**config.mk**
```make
export PLATFORM = sky130hd
export DESIGN_NAME = rdp_ctrl
export DESIGN_NICKNAME = d
export VERILOG_FILES = /design/src/hw/rtl/rdp_pkg.sv /design/src/hw/rtl/rdp_ctrl.sv
export SDC_FILE = /design/constraint.sdc
export NUM_CORES = 1
export LEC_CHECK = 0
export ABC_CLOCK_PERIOD_IN_PS = 2200
export BUFFER_PORTS_ARGS = -buffer_cell sky130_fd_sc_hd__buf_2
export CAP_MARGIN = 20
export CORE_MARGIN = 5
export CORE_UTILIZATION = 45
export DETAILED_ROUTE_END_ITERATION = 10
export GPL_TIMING_DRIVEN = 1
export PLACE_DENSITY = 0.65
export SYNTH_ARGS = -nofsm -noshare
export SYNTH_HDL_FRONTEND = slang
export SYNTH_SLANG_ARGS = --single-unit
```
**constraint.sdc**
```tcl
create_clock -name clk_i -period 2.2 [get_ports clk_i]
set_input_delay 0.22 -clock clk_i [delete_from_list [all_inputs] [get_ports clk_i]]
set_output_delay 0.22 -clock clk_i [all_outputs]
set_load 0.1 [all_outputs]
```
**src/hw/rtl/rdp_pkg.sv**
```systemverilog
`timescale 1ns / 1ps
package rdp_pkg;

  localparam int unsigned CoordW        = 16;
  localparam int unsigned ThrW          = 16;
  localparam int unsigned Thr2W         = 2 * ThrW;
  localparam int unsigned DiffW         = CoordW + 1;
  localparam int unsigned ProdW         = 2 * DiffW;
  localparam int unsigned CrossW        = ProdW + 1;
  localparam int unsigned MulW          = ProdW;
  localparam int unsigned MulPW         = 2 * MulW;
  localparam int unsigned DefMaxPoints  = 64;

  typedef enum logic [4:0] {
    OP_NONE,
    OP_CLR,
    OP_LOAD,
    OP_INIT,
    OP_POP,
    OP_SPAN,
    OP_ORG,
    OP_END,
    OP_LEN_A,
    OP_LEN_B,
    OP_TL_GO,
    OP_TL_SAVE,
    OP_PT_RD,
    OP_PT_DIFF,
    OP_CR_A,
    OP_CR_B,
    OP_DS_A,
    OP_DS_B,
    OP_SQ_GO,
    OP_CMP,
    OP_SPLIT_A,
    OP_SPLIT_B,
    OP_EM_CHK,
    OP_EM_NEXT,
    OP_DONE
  } dp_op_e;

  typedef struct packed {
    dp_op_e op;
  } rdp_cmd_t;

  typedef struct packed {
    logic clr_last;
    logic short_run;
    logic stack_empty;
    logic mul_busy;
    logic scan_last;
    logic emit_kept;
    logic emit_last;
  } rdp_stat_t;

endpackage

```
**src/hw/rtl/rdp_ctrl.sv**
```systemverilog
`timescale 1ns / 1ps
module rdp_ctrl
  import rdp_pkg::*;
(
  input  logic      clk_i,
  input  logic      rst_ni,
  input  logic      in_valid_i,
  input  logic      in_last_i,
  output logic      in_ready_o,
  output logic      out_valid_o,
  input  logic      out_ready_i,
  input  rdp_stat_t stat_i,
  output rdp_cmd_t  cmd_o
);
  typedef enum logic [24:0] {
    ST_CLR     = 25'h0000001,
    ST_LOAD    = 25'h0000002,
    ST_INIT    = 25'h0000004,
    ST_POP     = 25'h0000008,
    ST_SPAN    = 25'h0000010,
    ST_ORG     = 25'h0000020,
    ST_END     = 25'h0000040,
    ST_LEN_A   = 25'h0000080,
    ST_LEN_B   = 25'h0000100,
    ST_TL_GO   = 25'h0000200,
    ST_TL_W    = 25'h0000400,
    ST_PT_RD   = 25'h0000800,
    ST_PT_DIFF = 25'h0001000,
    ST_CR_A    = 25'h0002000,
    ST_CR_B    = 25'h0004000,
    ST_DS_A    = 25'h0008000,
    ST_DS_B    = 25'h0010000,
    ST_SQ_GO   = 25'h0020000,
    ST_SQ_W    = 25'h0040000,
    ST_CMP     = 25'h0080000,
    ST_SPL_A   = 25'h0100000,
    ST_SPL_B   = 25'h0200000,
    ST_EM_RD   = 25'h0400000,
    ST_EM_CHK  = 25'h0800000,
    ST_EM_OUT  = 25'h1000000
  } state_e;

  state_e state_q, state_d;

  always_ff @(posedge clk_i or negedge rst_ni) begin
    if (!rst_ni) begin
      state_q <= ST_CLR;
    end else begin
      state_q <= state_d;
    end
  end

  always_comb begin
    state_d   = state_q;
    cmd_o.op  = OP_NONE;
    case (state_q)
      ST_CLR: begin
        cmd_o.op = OP_CLR;
        if (stat_i.clr_last) state_d = ST_LOAD;
      end
      ST_LOAD: begin
        if (in_valid_i) begin
          cmd_o.op = OP_LOAD;
          if (in_last_i) state_d = ST_INIT;
        end
      end
      ST_INIT: begin
        cmd_o.op = OP_INIT;
        state_d  = stat_i.short_run ? ST_EM_RD : ST_POP;
      end
      ST_POP: begin
        if (stat_i.stack_empty) begin
          state_d = ST_EM_RD;
        end else begin
          cmd_o.op = OP_POP;
          state_d  = ST_SPAN;
        end
      end
      ST_SPAN:    begin cmd_o.op = OP_SPAN;    state_d = ST_ORG;     end
      ST_ORG:     begin cmd_o.op = OP_ORG;     state_d = ST_END;     end
      ST_END:     begin cmd_o.op = OP_END;     state_d = ST_LEN_A;   end
      ST_LEN_A:   begin cmd_o.op = OP_LEN_A;   state_d = ST_LEN_B;   end
      ST_LEN_B:   begin cmd_o.op = OP_LEN_B;   state_d = ST_TL_GO;   end
      ST_TL_GO:   begin cmd_o.op = OP_TL_GO;   state_d = ST_TL_W;    end
      ST_TL_W: begin
        if (!stat_i.mul_busy) begin
          cmd_o.op = OP_TL_SAVE;
          state_d  = ST_PT_RD;
        end
      end
      ST_PT_RD:   begin cmd_o.op = OP_PT_RD;   state_d = ST_PT_DIFF; end
      ST_PT_DIFF: begin cmd_o.op = OP_PT_DIFF; state_d = ST_CR_A;    end
      ST_CR_A:    begin cmd_o.op = OP_CR_A;    state_d = ST_CR_B;    end
      ST_CR_B:    begin cmd_o.op = OP_CR_B;    state_d = ST_DS_A;    end
      ST_DS_A:    begin cmd_o.op = OP_DS_A;    state_d = ST_DS_B;    end
      ST_DS_B:    begin cmd_o.op = OP_DS_B;    state_d = ST_SQ_GO;   end
      ST_SQ_GO:   begin cmd_o.op = OP_SQ_GO;   state_d = ST_SQ_W;    end
      ST_SQ_W: begin
        if (!stat_i.mul_busy) state_d = ST_CMP;
      end
      ST_CMP: begin
        cmd_o.op = OP_CMP;
        state_d  = stat_i.scan_last ? ST_SPL_A : ST_PT_RD;
      end
      ST_SPL_A:   begin cmd_o.op = OP_SPLIT_A; state_d = ST_SPL_B;   end
      ST_SPL_B:   begin cmd_o.op = OP_SPLIT_B; state_d = ST_POP;     end
      ST_EM_RD:   state_d = ST_EM_CHK;
      ST_EM_CHK: begin
        cmd_o.op = OP_EM_CHK;
        state_d  = stat_i.emit_kept ? ST_EM_OUT : ST_EM_RD;
      end
      ST_EM_OUT: begin
        if (out_ready_i) begin
          if (stat_i.emit_last) begin
            cmd_o.op = OP_DONE;
            state_d  = ST_LOAD;
          end else begin
            cmd_o.op = OP_EM_NEXT;
            state_d  = ST_EM_RD;
          end
        end
      end
      default: state_d = ST_CLR;
    endcase
  end

  assign in_ready_o  = (state_q == ST_LOAD);
  assign out_valid_o = (state_q == ST_EM_OUT);
endmodule
```
==> results.json <==
{
  "largest-register": "state_q",
  "worstMarginPinSlew_ns": 0.615,
  "tritoncts": "built",
  "fillers": 178,
  "yosys.area.top_type_share_pct": 34.2,
  "period_needed_ns": 2.88,
  "worstPathArrival_ns": 2.66,
  "grt_max_degree": 26,
  "num_vias": 2302,
  "ys_types": 57,
  "startpoint": "state_q[24]",
  "dr.pass1.iters": 5,
  "hold_viol_final": 0,
  "synth_nets": 201,
  "area_growth_pct": 77.7,
  "grt_usage_pct": 26.9,
  "tns_ns": -4.97,
  "grt_pass1_wl_um": 10800,
  "crit_path_end_kind": "primary output",
  "dieArea_mm2": 0.00526,
  "synth-edff-count": 0,
  "numPortBuffers": 18,
  "die_h_um": 72.5,
  "r2r_end": "state_q[22]",
  "dp_slack_ns": -0.289,
  "vdd_drop_max_mv": 0.775,
  "drc_errors": 0,
  "hp-class": "primary input to flop",
  "antennaDiodeCount": 0,
  "fin_total_pwr_mw": 2.52,
  "syn-cell-area_mm2": 0.00176,
  "setup_slack_ns": -0.682,
  "cp-start-kind": "flop",
  "fmax_mhz": 347,
  "synth_seq_cells": 25,
  "reg2reg_depth": 6,
  "dp_hpwl_um": 4800,
  "root_buffer": "clkbuf_8",
  "syn_avg_cell_area_um2": 9.30,
  "rows": 22,
  "cp-endpoint": "cmd_o[1]",
  "synthFlopType": "dfrtp_1",
  "layout-drive-gt1-share_pct": 62.0,
  "cts_buffers": 3,
  "largest_register_ffs": 25,
  "gp_congestion": 0.927,
  "largestRegisters": "state_q (25)",
  "cts_sinks": 25,
  "dp_cells": 328,
  "gr-total-overflow": 0,
  "rr_startpoint": "state_q[16]",
  "avgRoutedWirePerCell_um": 22.1,
  "antenna_left": 0,
  "start_util_pct": 47.3,
  "pin_count": 19,
  "synth_largest_area_cell": "dfrtp_1",
  "grt_pass1_vias": 2165,
  "final_max_slew_viol_count": 0,
  "cts_max_level": 1,
  "rrSetupSlack_ns": -0.18,
  "powerDensity_mw_per_mm2": 805,
  "post-route-period-util_pct": 131,
  "yosys-top-cells-area": "dfrtp_1 (34%), nor2_1 (4.3%), nand2b_1 (3.2%)",
  "worstPathRequired_ns": 1.98,
  "drv_cap": 0,
  "grt_setup_unrepaired": "yes",
  "fin_nets": 321,
  "crit_type": "flop to primary output",
  "final_cells": 356,
  "worstPathMaxFanout": 4,
  "cts_buffer_depth": 2,
  "antenna_found_initial": 0,
  "fp.dieW_um": 72.5,
  "worstSkewPairLatency_ns": 0.30,
  "status": "complete, but fails checks",
  "viasPerCell": 6.47,
  "p_leak_nw": 1.45,
  "async_reset_ff_share_pct": 100,
  "setup_viol_count_final": 14,
  "netlist_instances": 189,
  "ys_seq_area_share_pct": 35.7,
  "skew_ns": 0.00654,
  "violations": "setup timing",
  "yosysWarnings": 0,
  "core_mm2": 0.00372,
  "relSlewSlack_pct": 59.0,
  "dr.first_iter.drc_count": 232,
  "clk_transition_reported_paths_ns": 0.10,
  "wirelength_um": 7880
}
metal layers:
| metal | wire [µm] | vias to the layer above | track usage [%] |
|---|---|---|---|
| met1 | 2830 | 1082 | 34.0 |
| met4 | 465 | 0 | 10.5 |
| met3 | 853 | 60 | 4.71 |
| met5 | 0 | - | 0 |
| met2 | 3730 | 196 | 45.5 |
| li1 | - | 964 | - |
final cells by class:
cell class	count	area [µm²]	area share, %
clock buffer	3	41.3	1.32
clock inverter	1	8.76	0.280
inverter	7	33.8	1.08
multi-input combinational	153	1340	42.9
sequential	25	628	20.1
tap	48	60.1	1.92
timing repair buffer	119	1010	32.3
worst max-delay path, stage by stage (launching register included):
cell and delay (ns):
dfrtp_1 0.43, nor4_1 0.37, buf_4 0.18, buf_4 0.09, nand4_1 0.18, nor4_4 0.28
buf_4 0.18, nand3_1 0.12, or3b_1 0.22, or4_4 0.13, buf_12 0.16
power by group:
part / switching (mW) / internal [mW]
sequential: 0.0204 / 0.494
combinational: 0.898 / 0.784
clock: 0.184 / 0.134
total: 1.10 / 1.41
cells in the mapped netlist, types with 2 or more instances:
library cell and count:
dfrtp_1 24, nor2_1 20, nand2_1 13, nand2b_1 9
nor3_1 9, o21ai_0 9, nand3_1 8, nor4_1 8
inv_1 7, or4_1 7, nor4_2 4, or4_4 4
nand4_1 3, xnor2_1 3, a2111oi_0 2, a21oi_1 2
a311o_1 2, a31oi_1 2, and3_1 2, buf_4 2
nand3_2 2, nand4b_1 2, nor2_2 2, nor2b_1 2
nor3_4 2, nor3b_2 2, nor4_4 2, nor4b_1 2
o22ai_1 2, or2_1 2, or3_1 2, xor2_1 2
cell families after synthesis:
family | after synthesis | synth area share, %
compound gates | 28 | 11.5
simple gates | 119 | 46.5
flops | 25 | 35.7
mux | 1 | 0.641
buf+inv | 11 | 3.27
xor+xnor | 5 | 2.49
placed cells by master (no fill, tap or decap), drive strengths merged, types with 2 or more instances in the layout:
master,synthesis,final
buf,4,118
dfrtp,24,24
nor2,22,22
nand2,14,14
nor4,14,14
nor3,12,12
or4,11,11
nand3,10,10
nand2b,9,9
o21ai,9,9
inv,7,6
nand4,4,4
or3,3,3
xnor2,3,3
a21oi,3,3
clkbuf,0,3
nor4b,3,3
nor3b,3,3
clkinvlp,0,2
nor2b,2,2
a31oi,2,2
xor2,2,2
nand4b,2,2
or2,2,2
o22ai,2,2
or3b,2,2
a311o,2,2
a2111oi,2,2
and3,2,2
a221o,2,2
how the worst min path moves through the flow:
stage,startpoint,endpoint,slack (ns),depth (start not counted)
3_3_place_gp,rst_ni,state_q[4],0.24,1
5_1_grt,stat_i[5],state_q[3],0.10,2
3_5_place_dp,rst_ni,state_q[6],0.25,1
4_1_cts,stat_i[6],state_q[0],0.12,2
6_report,stat_i[5],state_q[3],0.11,2
2_1_floorplan,rst_ni,state_q[10],-0.08,0
stage by stage:
| stage | hold slack, ns | utilization, % | area [µm²] |
|---|---|---|---|
| 2_1_floorplan | -0.0756 | - | 1800 |
| 3_3_place_gp | 0.236 | 70.0 | 2600 |
| 3_5_place_dp | 0.253 | 70.0 | 2600 |
| 4_1_cts | 0.117 | 78.1 | 2900 |
| 5_1_grt | 0.102 | 84.0 | 3120 |
| 6_report | 0.112 | 84.0 | 3120 |
timing repair:
item,4_1_cts,5_1_grt
hold endpoints to repair,24,0
setup endpoints to repair,14,16
hold buffers,1,0
buffers inserted,16,14
pin swaps,19,18
gates resized for setup,33,31
Power figures use the tool's default switching activity.
